<file path="config.mk">
export PLATFORM = sky130hd
export DESIGN_NAME = ber_length_message_deframer_unit
export DESIGN_NICKNAME = d
export VERILOG_FILES = /design/src/rtl/blmd_pkg.sv /design/src/rtl/ber_length_message_deframer_unit.sv /design/src/rtl/blmd_apb_regs.sv /design/src/rtl/blmd_core.sv
export SDC_FILE = /design/constraint.sdc
export NUM_CORES = 1
export LEC_CHECK = 0
export ABC_AREA = 0
export BUFFER_PORTS_ARGS = -buffer_cell sky130_fd_sc_hd__buf_2
export CAP_MARGIN = 20
export CORE_MARGIN = 10
export CORE_UTILIZATION = 40
export DETAILED_ROUTE_END_ITERATION = 16
export PLACE_DENSITY_LB_ADDON = 0.05
export RECOVER_POWER = 25
export REMOVE_ABC_BUFFERS = 1
export SLEW_MARGIN = 40
export SYNTH_ARGS = -nofsm -noshare
export SYNTH_HDL_FRONTEND = slang
export SYNTH_SLANG_ARGS = --single-unit
</file>
<file path="constraint.sdc">
create_clock -name aclk -period 12.7 [get_ports aclk]
set_clock_uncertainty 0.1 [all_clocks]
set_input_delay 1.27 -clock aclk [delete_from_list [all_inputs] [get_ports aclk]]
set_output_delay 1.27 -clock aclk [all_outputs]
set_load 0.02 [all_outputs]
</file>
<file path="src/rtl/blmd_pkg.sv">
// blmd_pkg: shared types and constants of the BER length message deframer
// used by blmd_apb_regs, blmd_core and ber_length_message_deframer_unit; no dependencies
package blmd_pkg;

    localparam int unsigned APB_ADDR_W = 3;

    // register byte addresses
    localparam logic [APB_ADDR_W-1:0] ADDR_SYNC_WORD      = 3'd0;
    localparam logic [APB_ADDR_W-1:0] ADDR_IGNORED_METHOD = 3'd4;

    localparam logic [31:0] SYNC_WORD_RESET      = 32'h7b02342b;
    localparam logic [7:0]  IGNORED_METHOD_RESET = 8'd6;

    // BER lead bytes that announce one, two or three length bytes
    localparam logic [7:0] BER_LEAD_LEN1 = 8'h81;
    localparam logic [7:0] BER_LEAD_LEN3 = 8'h83;
    localparam logic [7:0] BER_LEAD_BASE = 8'h80;

    // header byte positions, counted from the first sync byte
    localparam logic [4:0] SYNC_BYTES      = 5'd4;
    localparam logic [4:0] HDR_METHOD      = 5'd6;
    localparam logic [4:0] HDR_OBJECT_LO   = 5'd7;
    localparam logic [4:0] HDR_OBJECT_HI   = 5'd8;
    localparam logic [4:0] HDR_ERROR_LO    = 5'd9;
    localparam logic [4:0] HDR_ERROR_HI    = 5'd10;

    typedef struct packed {
        logic [7:0]  param_byte;
        logic        byte_valid;
        logic [23:0] param_offset;
        logic [7:0]  method_code;
        logic [15:0] object_id;
        logic [15:0] error_code;
        logic        device_error;
        logic        last;
        logic        sync_lost;
    } result_t;

    typedef struct packed {
        logic [31:0] sync_word;
        logic [7:0]  ignored_method;
    } cfg_t;

endpackage

</file>
<file path="src/rtl/ber_length_message_deframer_unit.sv">
// ber_length_message_deframer_unit: top level, input register, result register
// depends on blmd_pkg, blmd_apb_regs and blmd_core
//
// Takes one received byte per transfer and sustains one byte per clock cycle
// unless a result waits for m_ready. A byte lands in the input register and
// is decoded by the deframer state machine once the result register is free;
// its result, if any, is loaded into the result register at the end of that
// cycle. While a result waits for m_ready, the input register holds one more
// byte and then s_ready drops. Each byte gives at most one result: a parameter
// byte with the header fields, an empty-message marker or a sync_lost flag.
// Messages whose method equals ignored_method give no results. The sync word
// and ignored method are set over the APB port, at byte addresses 0 and 4; the
// user must set them only while the block is idle, which it does not enforce.
module ber_length_message_deframer_unit #(
    parameter int unsigned HEADER_BYTES = 18
) (
    input  logic                            aclk,
    input  logic                            aresetn,

    input  logic                            psel,
    input  logic                            penable,
    input  logic                            pwrite,
    input  logic [blmd_pkg::APB_ADDR_W-1:0] paddr,
    input  logic [31:0]                     pwdata,
    output logic [31:0]                     prdata,
    output logic                            pready,

    input  logic                            s_valid,
    output logic                            s_ready,
    input  logic [7:0]                      s_rx_byte,

    output logic                            m_valid,
    input  logic                            m_ready,
    output logic [7:0]                      m_param_byte,
    output logic                            m_byte_valid,
    output logic [23:0]                     m_param_offset,
    output logic [7:0]                      m_method_code,
    output logic [15:0]                     m_object_id,
    output logic [15:0]                     m_error_code,
    output logic                            m_device_error,
    output logic                            m_last,
    output logic                            m_sync_lost
);
    import blmd_pkg::*;

    cfg_t        cfg;
    logic        in_valid_reg;
    logic [7:0]  in_byte_reg;
    logic        out_valid_reg;
    result_t     out_res_reg;
    logic        out_free;
    logic        step;
    logic        res_valid;
    result_t     res;

    blmd_apb_regs u_regs (
        .aclk    (aclk),
        .aresetn (aresetn),
        .psel    (psel),
        .penable (penable),
        .pwrite  (pwrite),
        .paddr   (paddr),
        .pwdata  (pwdata),
        .prdata  (prdata),
        .pready  (pready),
        .cfg     (cfg)
    );

    blmd_core #(
        .HEADER_BYTES (HEADER_BYTES)
    ) u_core (
        .aclk      (aclk),
        .aresetn   (aresetn),
        .step      (step),
        .rx_byte   (in_byte_reg),
        .cfg       (cfg),
        .res_valid (res_valid),
        .res       (res)
    );

    assign out_free = !out_valid_reg || m_ready;
    assign step     = in_valid_reg && out_free;
    assign s_ready  = !in_valid_reg || step;

    always_ff @(posedge aclk) begin
        if (!aresetn) begin
            in_valid_reg <= 1'b0;
        end else if (s_valid && s_ready) begin
            in_valid_reg <= 1'b1;
        end else if (step) begin
            in_valid_reg <= 1'b0;
        end
    end

    always_ff @(posedge aclk) begin
        if (s_valid && s_ready) begin
            in_byte_reg <= s_rx_byte;
        end
    end

    // result register reloads whenever it is empty or its transfer completes
    always_ff @(posedge aclk) begin
        if (!aresetn) begin
            out_valid_reg <= 1'b0;
        end else if (out_free) begin
            out_valid_reg <= step && res_valid;
        end
    end

    always_ff @(posedge aclk) begin
        if (step && res_valid && out_free) begin
            out_res_reg <= res;
        end
    end

    assign m_valid        = out_valid_reg;
    assign m_param_byte   = out_res_reg.param_byte;
    assign m_byte_valid   = out_res_reg.byte_valid;
    assign m_param_offset = out_res_reg.param_offset;
    assign m_method_code  = out_res_reg.method_code;
    assign m_object_id    = out_res_reg.object_id;
    assign m_error_code   = out_res_reg.error_code;
    assign m_device_error = out_res_reg.device_error;
    assign m_last         = out_res_reg.last;
    assign m_sync_lost    = out_res_reg.sync_lost;

endmodule

</file>
<file path="src/rtl/blmd_apb_regs.sv">
// blmd_apb_regs: APB configuration registers (sync word, ignored method)
// depends on blmd_pkg
module blmd_apb_regs (
    input  logic                            aclk,
    input  logic                            aresetn,
    input  logic                            psel,
    input  logic                            penable,
    input  logic                            pwrite,
    input  logic [blmd_pkg::APB_ADDR_W-1:0] paddr,
    input  logic [31:0]                     pwdata,
    output logic [31:0]                     prdata,
    output logic                            pready,
    output blmd_pkg::cfg_t                  cfg
);
    import blmd_pkg::*;

    logic [31:0] sync_word_reg;
    logic [7:0]  ignored_method_reg;
    logic        wr_en;

    assign pready = 1'b1;
    assign wr_en  = psel && penable && pwrite;

    // decode on the word address bit; byte lane bits only gate the read data
    always_ff @(posedge aclk) begin
        if (!aresetn) begin
            sync_word_reg      <= SYNC_WORD_RESET;
            ignored_method_reg <= IGNORED_METHOD_RESET;
        end else if (wr_en) begin
            if (paddr[2] == ADDR_IGNORED_METHOD[2]) begin
                ignored_method_reg <= pwdata[7:0];
            end else begin
                sync_word_reg <= pwdata;
            end
        end
    end

    always_comb begin
        prdata = 32'd0;
        if (paddr[1:0] == 2'd0) begin
            if (paddr[2] == ADDR_IGNORED_METHOD[2]) begin
                prdata = {24'd0, ignored_method_reg};
            end else begin
                prdata = sync_word_reg;
            end
        end
    end

    assign cfg.sync_word      = sync_word_reg;
    assign cfg.ignored_method = ignored_method_reg;

endmodule

</file>
<file path="src/rtl/blmd_core.sv">
// blmd_core: deframer state machine, one received byte per transfer
// depends on blmd_pkg; result is combinational and registered by the top level
module blmd_core #(
    parameter int unsigned HEADER_BYTES = 18
) (
    input  logic              aclk,
    input  logic              aresetn,
    input  logic              step,
    input  logic [7:0]        rx_byte,
    input  blmd_pkg::cfg_t    cfg,
    output logic              res_valid,
    output blmd_pkg::result_t res
);
    import blmd_pkg::*;

    localparam logic [4:0] LAST_HDR_IDX = 5'(HEADER_BYTES - 1);

    typedef enum logic [2:0] {
        PH_HUNT,
        PH_HEADER,
        PH_LEAD,
        PH_LENGTH,
        PH_PARAMS
    } phase_t;

    phase_t      phase_reg, phase_next;
    logic [4:0]  hdr_idx_reg, hdr_idx_next;
    logic [7:0]  method_reg, method_next;
    logic [15:0] object_reg, object_next;
    logic [15:0] error_reg, error_next;
    logic [1:0]  len_left_reg, len_left_next;
    logic [23:0] len_accum_reg, len_accum_next;
    logic [23:0] done_reg, done_next;

    logic        ignored;
    logic [7:0]  want;
    logic [23:0] off_plus1;
    logic [23:0] len_val;
    logic        len_done;

    assign ignored   = (method_reg == cfg.ignored_method);
    assign off_plus1 = done_reg + 24'd1;

    always_comb begin
        case (hdr_idx_reg[1:0])
            2'd0:    want = cfg.sync_word[31:24];
            2'd1:    want = cfg.sync_word[23:16];
            2'd2:    want = cfg.sync_word[15:8];
            default: want = cfg.sync_word[7:0];
        endcase
    end

    always_comb begin
        phase_next     = phase_reg;
        hdr_idx_next   = hdr_idx_reg;
        method_next    = method_reg;
        object_next    = object_reg;
        error_next     = error_reg;
        len_left_next  = len_left_reg;
        len_accum_next = len_accum_reg;
        done_next      = done_reg;
        len_val        = 24'd0;
        len_done       = 1'b0;

        res_valid        = 1'b0;
        res.param_byte   = 8'd0;
        res.byte_valid   = 1'b0;
        res.param_offset = 24'd0;
        res.method_code  = method_reg;
        res.object_id    = object_reg;
        res.error_code   = error_reg;
        res.device_error = (error_reg != 16'd0);
        res.last         = 1'b0;
        res.sync_lost    = 1'b0;

        unique case (phase_reg)
            PH_HEADER: begin
                case (hdr_idx_reg)
                    HDR_METHOD:    method_next       = rx_byte;
                    HDR_OBJECT_LO: object_next[7:0]  = rx_byte;
                    HDR_OBJECT_HI: object_next[15:8] = rx_byte;
                    HDR_ERROR_LO:  error_next[7:0]   = rx_byte;
                    HDR_ERROR_HI:  error_next[15:8]  = rx_byte;
                    default: ;
                endcase
                if (hdr_idx_reg >= LAST_HDR_IDX) begin
                    phase_next   = PH_LEAD;
                    hdr_idx_next = 5'd0;
                end else begin
                    hdr_idx_next = hdr_idx_reg + 5'd1;
                end
            end

            PH_LEAD: begin
                if (rx_byte >= BER_LEAD_LEN1 && rx_byte <= BER_LEAD_LEN3) begin
                    len_accum_next = 24'd0;
                    len_left_next  = 2'(rx_byte - BER_LEAD_BASE);
                    phase_next     = PH_LENGTH;
                end else begin
                    len_left_next = 2'd0;
                    len_val       = {16'd0, rx_byte};
                    len_done      = 1'b1;
                end
            end

            PH_LENGTH: begin
                len_left_next = len_left_reg - 2'd1;
                len_val       = {len_accum_reg[15:0], rx_byte};
                len_accum_next = len_val;
                len_done      = (len_left_next == 2'd0);
            end

            PH_PARAMS: begin
                done_next        = off_plus1;
                res.param_byte   = rx_byte;
                res.byte_valid   = 1'b1;
                res.param_offset = done_reg;
                res.last         = (off_plus1 == len_accum_reg);
                res_valid        = !ignored;
                if (res.last) begin
                    phase_next   = PH_HUNT;
                    hdr_idx_next = 5'd0;
                end
            end

            default: begin
                if (rx_byte != want) begin
                    hdr_idx_next     = 5'd0;
                    res_valid        = 1'b1;
                    res.method_code  = 8'd0;
                    res.object_id    = 16'd0;
                    res.error_code   = 16'd0;
                    res.device_error = 1'b0;
                    res.sync_lost    = 1'b1;
                end else begin
                    hdr_idx_next = {3'd0, hdr_idx_reg[1:0]} + 5'd1;
                    if (hdr_idx_next == SYNC_BYTES) begin
                        phase_next = PH_HEADER;
                    end
                end
            end
        endcase

        // length known: open the parameters or close an empty message
        if (len_done) begin
            len_accum_next = len_val;
            done_next      = 24'd0;
            if (len_val != 24'd0) begin
                phase_next = PH_PARAMS;
            end else begin
                phase_next   = PH_HUNT;
                hdr_idx_next = 5'd0;
                res.last     = 1'b1;
                res_valid    = !ignored;
            end
        end
    end

    always_ff @(posedge aclk) begin
        if (!aresetn) begin
            phase_reg     <= PH_HUNT;
            hdr_idx_reg   <= 5'd0;
            method_reg    <= 8'd0;
            object_reg    <= 16'd0;
            error_reg     <= 16'd0;
            len_left_reg  <= 2'd0;
            len_accum_reg <= 24'd0;
            done_reg      <= 24'd0;
        end else if (step) begin
            phase_reg     <= phase_next;
            hdr_idx_reg   <= hdr_idx_next;
            method_reg    <= method_next;
            object_reg    <= object_next;
            error_reg     <= error_next;
            len_left_reg  <= len_left_next;
            len_accum_reg <= len_accum_next;
            done_reg      <= done_next;
        end
    end

endmodule
</file>
==> results of run 1 <==
power by group:
part	total (mW)	switching, mW	internal [mW]
Sequential	0.784	0.0148	0.769
Clock	0.825	0.299	0.526
Combinational	0.123	0.0891	0.0336
area by class of cell:
cell class | count | area (sq um)
timing repair buffer | 171 | 840
sequential | 224 | 5330
inverter | 17 | 65.1
multi-input combinational | 822 | 4770
clock inverter | 16 | 259
clock buffer | 30 | 686
antenna | 1 | 2.50
fill | 2525 | 13500
tap | 335 | 419
cells in the final DEF, fill, tap and decap left out, types with 5 or more instances in the layout:
cell	synthesis	layout
nand2_1	186	185
nand2b_1	5	5
and2_1	31	30
inv_1	16	15
edfxtp_1	84	84
and3_1	42	42
nand4_1	13	13
a222oi_1	8	8
ha_1	6	6
a31oi_1	5	5
xnor2_1	31	31
mux2i_1	26	26
buf_2	12	112
a22oi_1	18	18
nand3_1	37	37
or4_1	10	10
clkbuf_1	71	51
nor2b_1	48	48
a41oi_1	5	5
o21ai_0	21	21
nor3_1	18	18
clkbuf_16	0	26
a21oi_1	107	106
nor4_1	17	17
a311oi_1	8	8
buf_4	1	9
xor2_1	17	17
nor2_1	97	92
clkinv_2	0	6
bufinv_16	0	7
dfxtp_1	140	140
worst max-delay path, stage by stage (launching register included):
cell and delay [ps]:
dfxtp_1 400, nor2_1 190, clkbuf_1 1080, nand2_1 810, a22oi_1 400, nor2_1 110
nor2_4 580, buf_4 680
worst min-delay path by stage:
stage                          startpoint                     to  slack (ps)  cells past startpoint
finish              u_core.object_reg[11]  u_core.object_reg[11]         340                      2
global placement    u_core.object_reg[15]  u_core.object_reg[15]         340                      2
detailed placement  u_core.object_reg[11]  u_core.object_reg[11]         340                      2
global route         u_core.object_reg[8]   u_core.object_reg[8]         360                      2
floorplan           u_core.object_reg[10]  u_core.object_reg[10]         330                      2
CTS                 u_core.object_reg[11]  u_core.object_reg[11]         350                      2
cells by family after synthesis:
logic type	after synthesis
AO/OA/AOI/OAI	202
XOR/XNOR	48
adder cells (fa/ha/maj)	6
buffers and inverters	105
flip-flops	224
multiplexers	26
AND/OR/NAND/NOR	539
other	1
metal layers:
metal	part of all wire, %	up-vias
met2	42	283
met5	0	-
met1	49	4097
met4	1.4	0
met3	7.5	34
li1	-	4276
metrics by stage:
stage | power [mW] | worst slack, ps | utilization [%] | instance area (sq um) | instances
floorplan | 0.865 | 5830 | - | 10100 | 1063
global placement | 0.923 | 8150 | 44.1 | 11400 | 1568
detailed placement | 0.927 | 8170 | 44.3 | 11500 | 1569
CTS | 1.75 | 8160 | 48.0 | 12400 | 1615
global route | 1.79 | 7600 | 47.7 | 12400 | 1615
finish | 1.73 | 7900 | 47.7 | 12400 | 1616
==> flow_metrics.py, run 1 <==
metrics = {
    "die": {
        "coreArea_sq_um": 25900,
        "initial_utilization_pct": 40.4,
        "io_pins": 161,
        "row_count": 59,
        "die_area_sq_um": 33000,
        "die-height_um": 182,
        "die_w_um": 182,
    },
    "setup_path": {
        "critPathKind": "reg -> reg",
        "crit_path_end_kind": "flop",
        "r2r_end": "m_param_offset[22]",
        "cp-start-kind": "flop",
        "ff2ff_setup_slack_ps": 7900,
        "critPathMaxFanout": 50,
        "reg2reg_from": "u_core.phase_reg[0]",
        "crit_arrival_ps": 4860,
        "critPathRequiredTime_ps": 12750,
        "startpoint": "u_core.phase_reg[0]",
        "cp-endpoint": "m_param_offset[22]",
        "reg2reg_depth": 7,
    },
    "global_routing": {
        "overflow": 0,
        "first_global_vias": 8472,
        "use_met2_pct": 26.1,
        "grt_use_met1_pct": 27.1,
        "top_usage_layer": "met1",
        "grt_usage_pct": 18.1,
        "met3_usage_pct": 3.80,
        "antenna_found_initial": 0,
        "grt_pass1_wl_mm": 49.1,
        "grt_max_degree": 69,
    },
    "synth": {
        "ys_seq_elements": 224,
        "yosysMostFrequentCell": "nand2_1",
        "ys_seq_area_share_pct": 50.9,
        "synth_ff_type": "dfxtp_1",
        "synthAdderAreaFrac_pct": 0.717,
        "yosys.area_share.xor_xnor_pct": 4.02,
        "synth-async-reset-ratio_pct": 0,
        "synth_compound_area_share_pct": 11.9,
        "netlist_top_cells_area": "dfxtp_1 (27%), edfxtp_1 (24%), nand2_1 (6.7%)",
        "synthSimpleGateAreaFrac_pct": 26.0,
        "synth_cell_type_count": 67,
        "syn_inst": 1151,
        "netlist.area_leader.share_pct": 26.8,
        "netlist_top_cells_count": "nand2_1 (186), dfxtp_1 (140), a21oi_1 (107)",
        "synth_area_leader_cell": "dfxtp_1",
        "yosys_warnings": 0,
        "synth_top_family_by_area": "simple AND/OR/NAND/NOR gates",
        "syn_area_sq_um": 10500,
        "synth_area_per_cell_sq_um": 9.09,
        "synth-edff-count": 84,
        "synthMuxAreaShare_pct": 2.49,
    },
    "timing": {
        "min_period_over_period_pct": 37.8,
        "timing.hold.ws_ps": 345,
        "setup_violations": 0,
        "max_slew_margin_pct": 0.494,
        "fmax_ghz": 0.208,
        "grt_setup_unrepaired": "no",
        "hold_violations": 0,
        "fin_tns_setup_ps": 0,
        "worstMarginPinSlew_ps": 1490,
        "period_minus_slack_ps": 4800,
        "drv_slew": 0,
    },
    "detailed_routing": {
        "vias_per_cell": 5.38,
        "routed-via-count": 8690,
        "wirelength_mm": 31.2,
        "drtAntennaViolNets": 0,
        "wl_per_cell_um": 19.3,
        "firstDrtPassIters": 8,
        "first_iter_violations": 669,
        "drc": 0,
    },
    "layout": {
        "syn_to_final_growth_pct": 18.2,
        "largest_reg_flops": 32,
        "nets": 1317,
        "drive_above_1_share_pct": 14.8,
    },
    "clocking": {
        "post_cts_buffers": 0,
        "insertion_delay_ps": 530,
        "cts_max_level": 1,
        "cts_max_path_buffers": 3,
        "clock_sinks": 224,
        "root_buffer": "clkbuf_16",
        "clk_pin_slew_ps": 60,
        "cts.hold.buffers_added": 0,
        "cts_tree": "built",
        "cts_resized": 0,
        "cts-buffers-inserted": 25,
    },
    "min_path": {
        "hold_class": "reg -> reg",
    },
    "place": {
        "numPortBuffers": 159,
        "gp_congestion": 0.891,
        "dp_hpwl_mm": 21.5,
    },
    "power_and_ir_drop": {
        "power_leakage_nw": 4.61,
        "powerDensity_nw_per_um2": 140,
        "ir_drop_v": 0.0000831,
    },
    "status": {
        "status": "completed",
    },
    "job": {
        "maxCapViolCount": 0,
    },
}
No activity file was read; power rests on OpenSTA's default activity.
==> run 2: changes to the inputs <==
--- a/config.mk
+++ b/config.mk
@@ -5,7 +5,7 @@
 export SDC_FILE = /design/constraint.sdc
 export NUM_CORES = 1
 export LEC_CHECK = 0
-export ABC_AREA = 0
+export ABC_AREA = 1
 export BUFFER_PORTS_ARGS = -buffer_cell sky130_fd_sc_hd__buf_2
 export CAP_MARGIN = 20
 export CORE_MARGIN = 10
==> constraint.sdc (replaced) <==
create_clock -name aclk -period 4 [get_ports aclk]
set_clock_uncertainty 0.1 [all_clocks]
set_input_delay 0.4 -clock aclk [delete_from_list [all_inputs] [get_ports aclk]]
set_output_delay 0.4 -clock aclk [all_outputs]
set_load 0.02 [all_outputs]
==> run 2 against run 1 <==
Against the previous run: synthesized cell count is 21% higher; count of clock-buffer cells in the layout rose by 8; wire length rose by 8.0%; hold slack lost 320 ps; worst setup slack got worse by 7100 ps; register-to-register slack lost 7100 ps; global-route usage rose by 1.5 points; cell area is 4.2% higher; final cell count grew 19%; critical endpoint is now m_param_offset[19].
==> flow_metrics.py, run 2 <==
metrics = {
    "status": {
        "status": "completed",
    },
    "synth": {
        "synthSimpleGateAreaFrac_pct": 29.0,
        "synthAdderAreaFrac_pct": 0.706,
        "yosysMostFrequentCell": "nand2_1",
        "syn_area_sq_um": 10600,
        "netlist_top_cells_area": "dfxtp_1 (26%), edfxtp_1 (24%), nand2_1 (11%)",
        "ys_seq_area_share_pct": 50.1,
        "synth-async-reset-ratio_pct": 0,
        "synth_ff_type": "dfxtp_1",
        "synth_compound_area_share_pct": 11.6,
        "synth_area_leader_cell": "dfxtp_1",
        "yosys_warnings": 0,
        "synth_cell_type_count": 42,
        "netlist_top_cells_count": "nand2_1 (308), nor2_1 (212), inv_1 (146)",
        "synth_area_per_cell_sq_um": 7.66,
        "ys_seq_elements": 224,
        "synth_top_family_by_area": "simple AND/OR/NAND/NOR gates",
        "netlist.area_leader.share_pct": 26.3,
        "synthMuxAreaShare_pct": 0,
        "synth-edff-count": 84,
        "syn_inst": 1389,
        "yosys.area_share.xor_xnor_pct": 0.906,
    },
    "detailed_routing": {
        "wirelength_mm": 33.7,
        "vias_per_cell": 5.09,
        "firstDrtPassIters": 6,
        "wl_per_cell_um": 17.5,
        "drtAntennaViolNets": 0,
        "routed-via-count": 9791,
        "drc": 0,
        "first_iter_violations": 835,
    },
    "die": {
        "row_count": 59,
        "initial_utilization_pct": 40.7,
        "die_area_sq_um": 33500,
        "coreArea_sq_um": 26100,
        "die-height_um": 183,
        "die_w_um": 183,
        "io_pins": 161,
    },
    "clocking": {
        "cts_max_path_buffers": 3,
        "clock_sinks": 224,
        "root_buffer": "clkbuf_16",
        "clk_pin_slew_ps": 60,
        "cts_tree": "built",
        "cts_max_level": 1,
        "cts-buffers-inserted": 25,
        "insertion_delay_ps": 540,
        "cts_resized": 0,
    },
    "layout": {
        "final_cells": 1922,
        "nets": 1624,
        "fin_util_pct": 49.3,
        "stdcell_area_sq_um": 12900,
        "final_common_cell": "nand2_1",
        "drive_above_1_share_pct": 12.5,
        "num-fill-cells": 2663,
        "largest_reg_flops": 32,
        "final_cell_mix": "nand2_1 (307), nor2_1 (210), inv_1 (144)",
        "syn_to_final_growth_pct": 21.1,
        "antenna_cells": 0,
    },
    "global_routing": {
        "grt_pass1_wl_mm": 53.4,
        "overflow": 0,
        "antenna_found_initial": 0,
        "grt_max_degree": 84,
        "grt_usage_pct": 19.6,
        "first_global_vias": 9423,
    },
    "min_path": {
        "hold_class": "in -> reg",
    },
    "job": {
        "maxCapViolCount": 0,
    },
    "power_and_ir_drop": {
        "p_sw_share_pct": 23.4,
        "seqPwrFrac_pct": 48.8,
        "netSwitchingPower_mw": 1.18,
        "pwr-share-clk_pct": 45.2,
        "power_leakage_nw": 5.22,
        "power_frac_comb_pct": 6.0,
        "internal_power_mw": 3.84,
        "p_total_mw": 5.01,
        "powerDensity_nw_per_um2": 389,
        "ir_drop_v": 0.000267,
    },
    "place": {
        "dpl.cell_count": 1839,
        "numPortBuffers": 159,
        "placed_cell_area_sq_um": 11800,
        "gp_congestion": 0.936,
        "place_ws_ps": 808,
        "dp_hpwl_mm": 24.1,
    },
    "timing": {
        "hold_violations": 0,
        "worstMarginPinSlew_ps": 824,
        "period_minus_slack_ps": 3240,
        "fin_ws_ps": 758,
        "timing.hold.ws_ps": 24.5,
        "max_slew_margin_pct": 45.0,
        "drv_slew": 0,
        "grt_setup_unrepaired": "no",
        "setup_violations": 0,
        "min_period_over_period_pct": 81.1,
        "fin_tns_setup_ps": 0,
        "fmax_ghz": 0.308,
    },
    "setup_path": {
        "critPathMaxFanout": 19,
        "ff2ff_setup_slack_ps": 760,
        "critPathRequiredTime_ps": 4110,
        "critPathKind": "reg -> reg",
        "crit_arrival_ps": 3350,
        "crit_path_end_kind": "flop",
        "cp-start-kind": "flop",
    },
}
==> run 2: changes by cell type in the layout (fill, tap and decap cells not counted), moves of 37 or more <==
cell / change
and3_1: -42
dlygate4sd3_1: +37
inv_1: +129
nand2_1: +122
nand3_1: +76
nor2_1: +118
nor2b_1: -48
o21ai_0: +55
==> run 2: cells by family (layout without fill, tap and decap cells) <==
family,count (synthesis),after routing
buffers and inverters,213,411
AO/OA/AOI/OAI,225,225
adder cells (fa/ha/maj),6,6
other,1,1
AND/OR/NAND/NOR,709,709
XOR/XNOR,11,11
flip-flops,224,224
==> run 2: path summary, 6_finish.rpt <==
check / startpoint / to / cells past startpoint
setup / recovery: u_core.hdr_idx_reg[0] / m_param_offset[19] / 12
hold / removal: pwdata[22] / u_regs.sync_word_reg[22] / 3
setup reg to reg: u_core.hdr_idx_reg[0] / m_param_offset[19] / 12
hold reg to reg: u_core.len_accum_reg[23] / u_core.len_accum_reg[23] / 2
==> run 2: layout make-up <==
cell class / instances / area [sq um] / share of cell area [%]
clock buffers: 38 / 734 / 5.70
well taps: 335 / 419 / 3.25
flip-flops and latches: 224 / 5330 / 41.3
multi-input cells: 952 / 4510 / 35.0
inverters: 151 / 568 / 4.41
clock inverters: 8 / 71.3 / 0.554
repair buffers: 214 / 1250 / 9.73
==> run 2: routing by layer <==
metal  track usage, %  wire (um)  up-vias
met3             5.16       2910       28
met5                0          0        -
met1             29.1      16400     4507
met4             3.90        467        0
met2             27.9      13900      326
li1                 -          -     4930
==> run 2: timing repair <==
| action | CTS | global route |
|---|---|---|
| hold buffers | 37 | 0 |
| buffers inserted | 0 | 0 |
| hold endpoints to repair | 41 | 0 |
==> run 2: power by group through the flow <==
stage / Combinational (mW) / Clock (mW) / Sequential, mW
after floorplan: 0.0995 / 0 / 2.53
after global placement: 0.280 / 0 / 2.49
after detailed placement: 0.280 / 0 / 2.50
after CTS: 0.308 / 2.32 / 2.45
after global routing: 0.328 / 2.42 / 2.45
final: 0.299 / 2.27 / 2.45
==> run 2: worst max-delay path, stage by stage (launching register included) <==
cell and delay [ps]:
dfxtp_1 440, ha_1 520, inv_1 310, o21ai_0 290, nand2_1 80, nand3_1 90, nor2_1 50, nand2_1 90
inv_1 90, nor2_2 110, nand2_1 100, nand2_4 300, buf_4 330
==> run 3: changes to the inputs <==
--- a/config.mk
+++ b/config.mk
@@ -5,7 +5,7 @@
 export SDC_FILE = /design/constraint.sdc
 export NUM_CORES = 1
 export LEC_CHECK = 0
-export ABC_AREA = 1
+export ABC_AREA = 0
 export BUFFER_PORTS_ARGS = -buffer_cell sky130_fd_sc_hd__buf_2
 export CAP_MARGIN = 20
 export CORE_MARGIN = 10
==> constraint.sdc (replaced) <==
create_clock -name aclk -period 2.8 [get_ports aclk]
set_clock_uncertainty 0.1 [all_clocks]
set_input_delay 0.28 -clock aclk [delete_from_list [all_inputs] [get_ports aclk]]
set_output_delay 0.28 -clock aclk [all_outputs]
set_load 0.02 [all_outputs]
==> run 3 against run 2 <==
Against the previous run: maximum frequency up 11%; the run now ends with negative setup slack left; highest routed layer unchanged; critical endpoint is now m_method_code[0]; non-clock buffer count grew 141; clock power up 46%; sequential share of layout area shrank 3.8 points; critical path depth rose by 1; largest power group unchanged.
==> flow_metrics.py, run 3 (synthesized netlist as in run 1, its figures left out) <==
metrics = {
    "timing": {
        "hold_violations": 0,
        "fin_ws_ps": -108,
        "grt_setup_unrepaired": "yes",
        "fmax_ghz": 0.344,
        "worstMarginPinSlew_ps": 1430,
        "max_slew_margin_pct": 4.40,
        "setup_violations": 82,
        "drv_slew": 0,
        "period_minus_slack_ps": 2910,
        "min_period_over_period_pct": 104,
    },
    "detailed_routing": {
        "top_layer_used": "met4",
        "drc": 0,
        "wl_per_cell_um": 19.1,
        "vias_per_cell": 5.28,
        "met2_length_mm": 15.4,
        "firstDrtPassIters": 7,
        "drtAntennaViolNets": 0,
        "first_iter_violations": 673,
        "wirelength_mm": 34.4,
        "met3WireLength_mm": 2.10,
        "wl_met1_mm": 16.4,
        "routed-via-count": 9505,
    },
    "setup_path": {
        "critPathMaxFanout": 13,
        "cp-start-kind": "flop",
        "critPathRequiredTime_ps": 2980,
        "reg2reg_from": "u_core.hdr_idx_reg[0]",
        "crit_arrival_ps": 3090,
        "path_cells": "inv_2 > ha_4 > buf_6 > a222oi_1 > a21oi_1 > xnor2_1 > nand4_1 > nor2_2 > nor2_4 > nor2_4 > nor2_4 > buf_4 > clkbuf_16",
        "r2r_end": "m_method_code[0]",
        "cp_slowest_cell": "a222oi_1",
        "crit_path_end_kind": "flop",
        "cp_common_cell": "nor2_4",
        "ff2ff_setup_slack_ps": -110,
        "critPathKind": "reg -> reg",
        "cp_slowest_stage_delay_ps": 420,
        "reg2reg_depth": 13,
    },
    "place": {
        "numPortBuffers": 159,
        "dp_hpwl_mm": 22.8,
        "gp_congestion": 0.852,
        "placed_cell_area_sq_um": 12300,
    },
    "min_path": {
        "holdPathEnd": "u_core.done_reg[9]",
        "hp-start": "aresetn",
        "hold_class": "in -> reg",
        "holdPathStages": 3,
    },
    "layout": {
        "nets": 1501,
        "num-fill-cells": 2331,
        "fin_util_pct": 55.0,
        "largest_reg_flops": 32,
        "stdcell_area_sq_um": 14300,
        "syn_to_final_growth_pct": 36.3,
        "final_common_cell": "nand2_1",
        "antenna_cells": 0,
        "final_cell_mix": "nand2_1 (186), buf_2 (129), buf_4 (128)",
        "drive_above_1_share_pct": 26.7,
    },
    "status": {
        "failed_checks": "negative setup slack",
        "status": "complete, but fails checks",
    },
    "clocking": {
        "cts_tree": "built",
        "insertion_delay_ps": 530,
        "cts-buffers-inserted": 25,
        "cts_max_path_buffers": 3,
        "cts_max_level": 1,
        "clk_pin_slew_ps": 60,
        "clock_sinks": 224,
        "root_buffer": "clkbuf_16",
    },
    "global_routing": {
        "antenna_found_initial": 0,
        "grt_pass1_wl_mm": 53.2,
        "grt_max_degree": 45,
        "grt_usage_pct": 19.6,
        "first_global_vias": 9445,
        "overflow": 0,
    },
    "die": {
        "initial_utilization_pct": 40.4,
        "row_count": 59,
        "die_w_um": 182,
        "io_pins": 161,
        "die-height_um": 182,
        "coreArea_sq_um": 25900,
        "die_area_sq_um": 33000,
    },
    "power_and_ir_drop": {
        "power_leakage_nw": 5.66,
        "ir_drop_v": 0.000447,
        "powerDensity_nw_per_um2": 534,
    },
    "job": {
        "maxCapViolCount": 0,
    },
}
-- run 3: changes by cell type in the layout (fill, tap and decap cells not counted), moves of 30 or more --
cell	previous run	this run
buf_4	15	128
nand2_1	307	186
and2_1	0	30
nor2_1	210	92
and3_1	0	41
nor2b_1	0	48
nand3_1	113	36
inv_1	144	13
o21ai_0	76	20
-- run 3: worst max-delay path, delay by kind of cell (launching register included) --
family / cells / cell delay, ps
simple gates: 5 / 690
xor+xnor: 1 / 190
fa+ha+maj: 1 / 190
flops: 1 / 360
compound gates: 2 / 590
buf+inv: 4 / 540
-- run 3: what timing repair did --
item | in CTS | in global routing
pin swaps | 28 | 23
hold endpoints to repair | 50 | 0
endpoints found under the setup margin | 128 | 100
hold buffers | 46 | 0
cloned | 1 | 5
setup buffers | 19 | 7
resized for setup | 55 | 42
-- run 3: worst max-delay path by stage --
stage / start / cells past startpoint / to / slack (ps)
after global placement: u_core.hdr_idx_reg[1] / 10 / u_core.phase_reg[0] / -400
final: u_core.hdr_idx_reg[0] / 13 / m_method_code[0] / -110
after floorplan: u_core.hdr_idx_reg[0] / 10 / m_byte_valid / -4070
after global routing: u_core.hdr_idx_reg[0] / 12 / u_core.phase_reg[1] / -190
after CTS: u_core.done_reg[0] / 10 / u_core.hdr_idx_reg[2] / -20
after detailed placement: u_core.hdr_idx_reg[1] / 10 / u_core.phase_reg[0] / -380
-- run 3: report_power, final --
| group | switching (mW) | internal [mW] |
|---|---|---|
| Sequential | 0.0464 | 3.48 |
| Combinational | 0.487 | 0.288 |
| Clock | 1.34 | 1.97 |
| Total | 1.87 | 5.75 |
-- run 3: per-layer routing --
layer | global-route usage, % | up-vias
li1 | - | 4653
met1 | 27.7 | 4511
met2 | 30.4 | 305
met3 | 3.60 | 36
met4 | 4.36 | 0
met5 | 0 | -
-- run 3: area by class of cell --
type	count	area, sq um	area share, %
clock inverter	14	146	1.03
sequential	224	5350	37.5
timing repair buffer	355	2530	17.7
inverter	17	71.3	0.500
clock buffer	32	673	4.72
tap	335	419	2.94
multi-input combinational	822	5070	35.6
-- run 3: metrics by stage --
stage | setup slack [ps] | hold slack [ps] | cells | setup TNS [ps] | total power [mW]
after CTS | -18.9 | 19.5 | 1787 | -22.9 | 7.65
final | -108 | 39.2 | 1799 | -6760 | 7.62
after detailed placement | -384 | 342 | 1675 | -24120 | 4.24
after floorplan | -4070 | 252 | 1063 | -336100 | 3.92
after global routing | -190 | 40.7 | 1799 | -14900 | 7.87
after global placement | -395 | 335 | 1674 | -23320 | 4.23
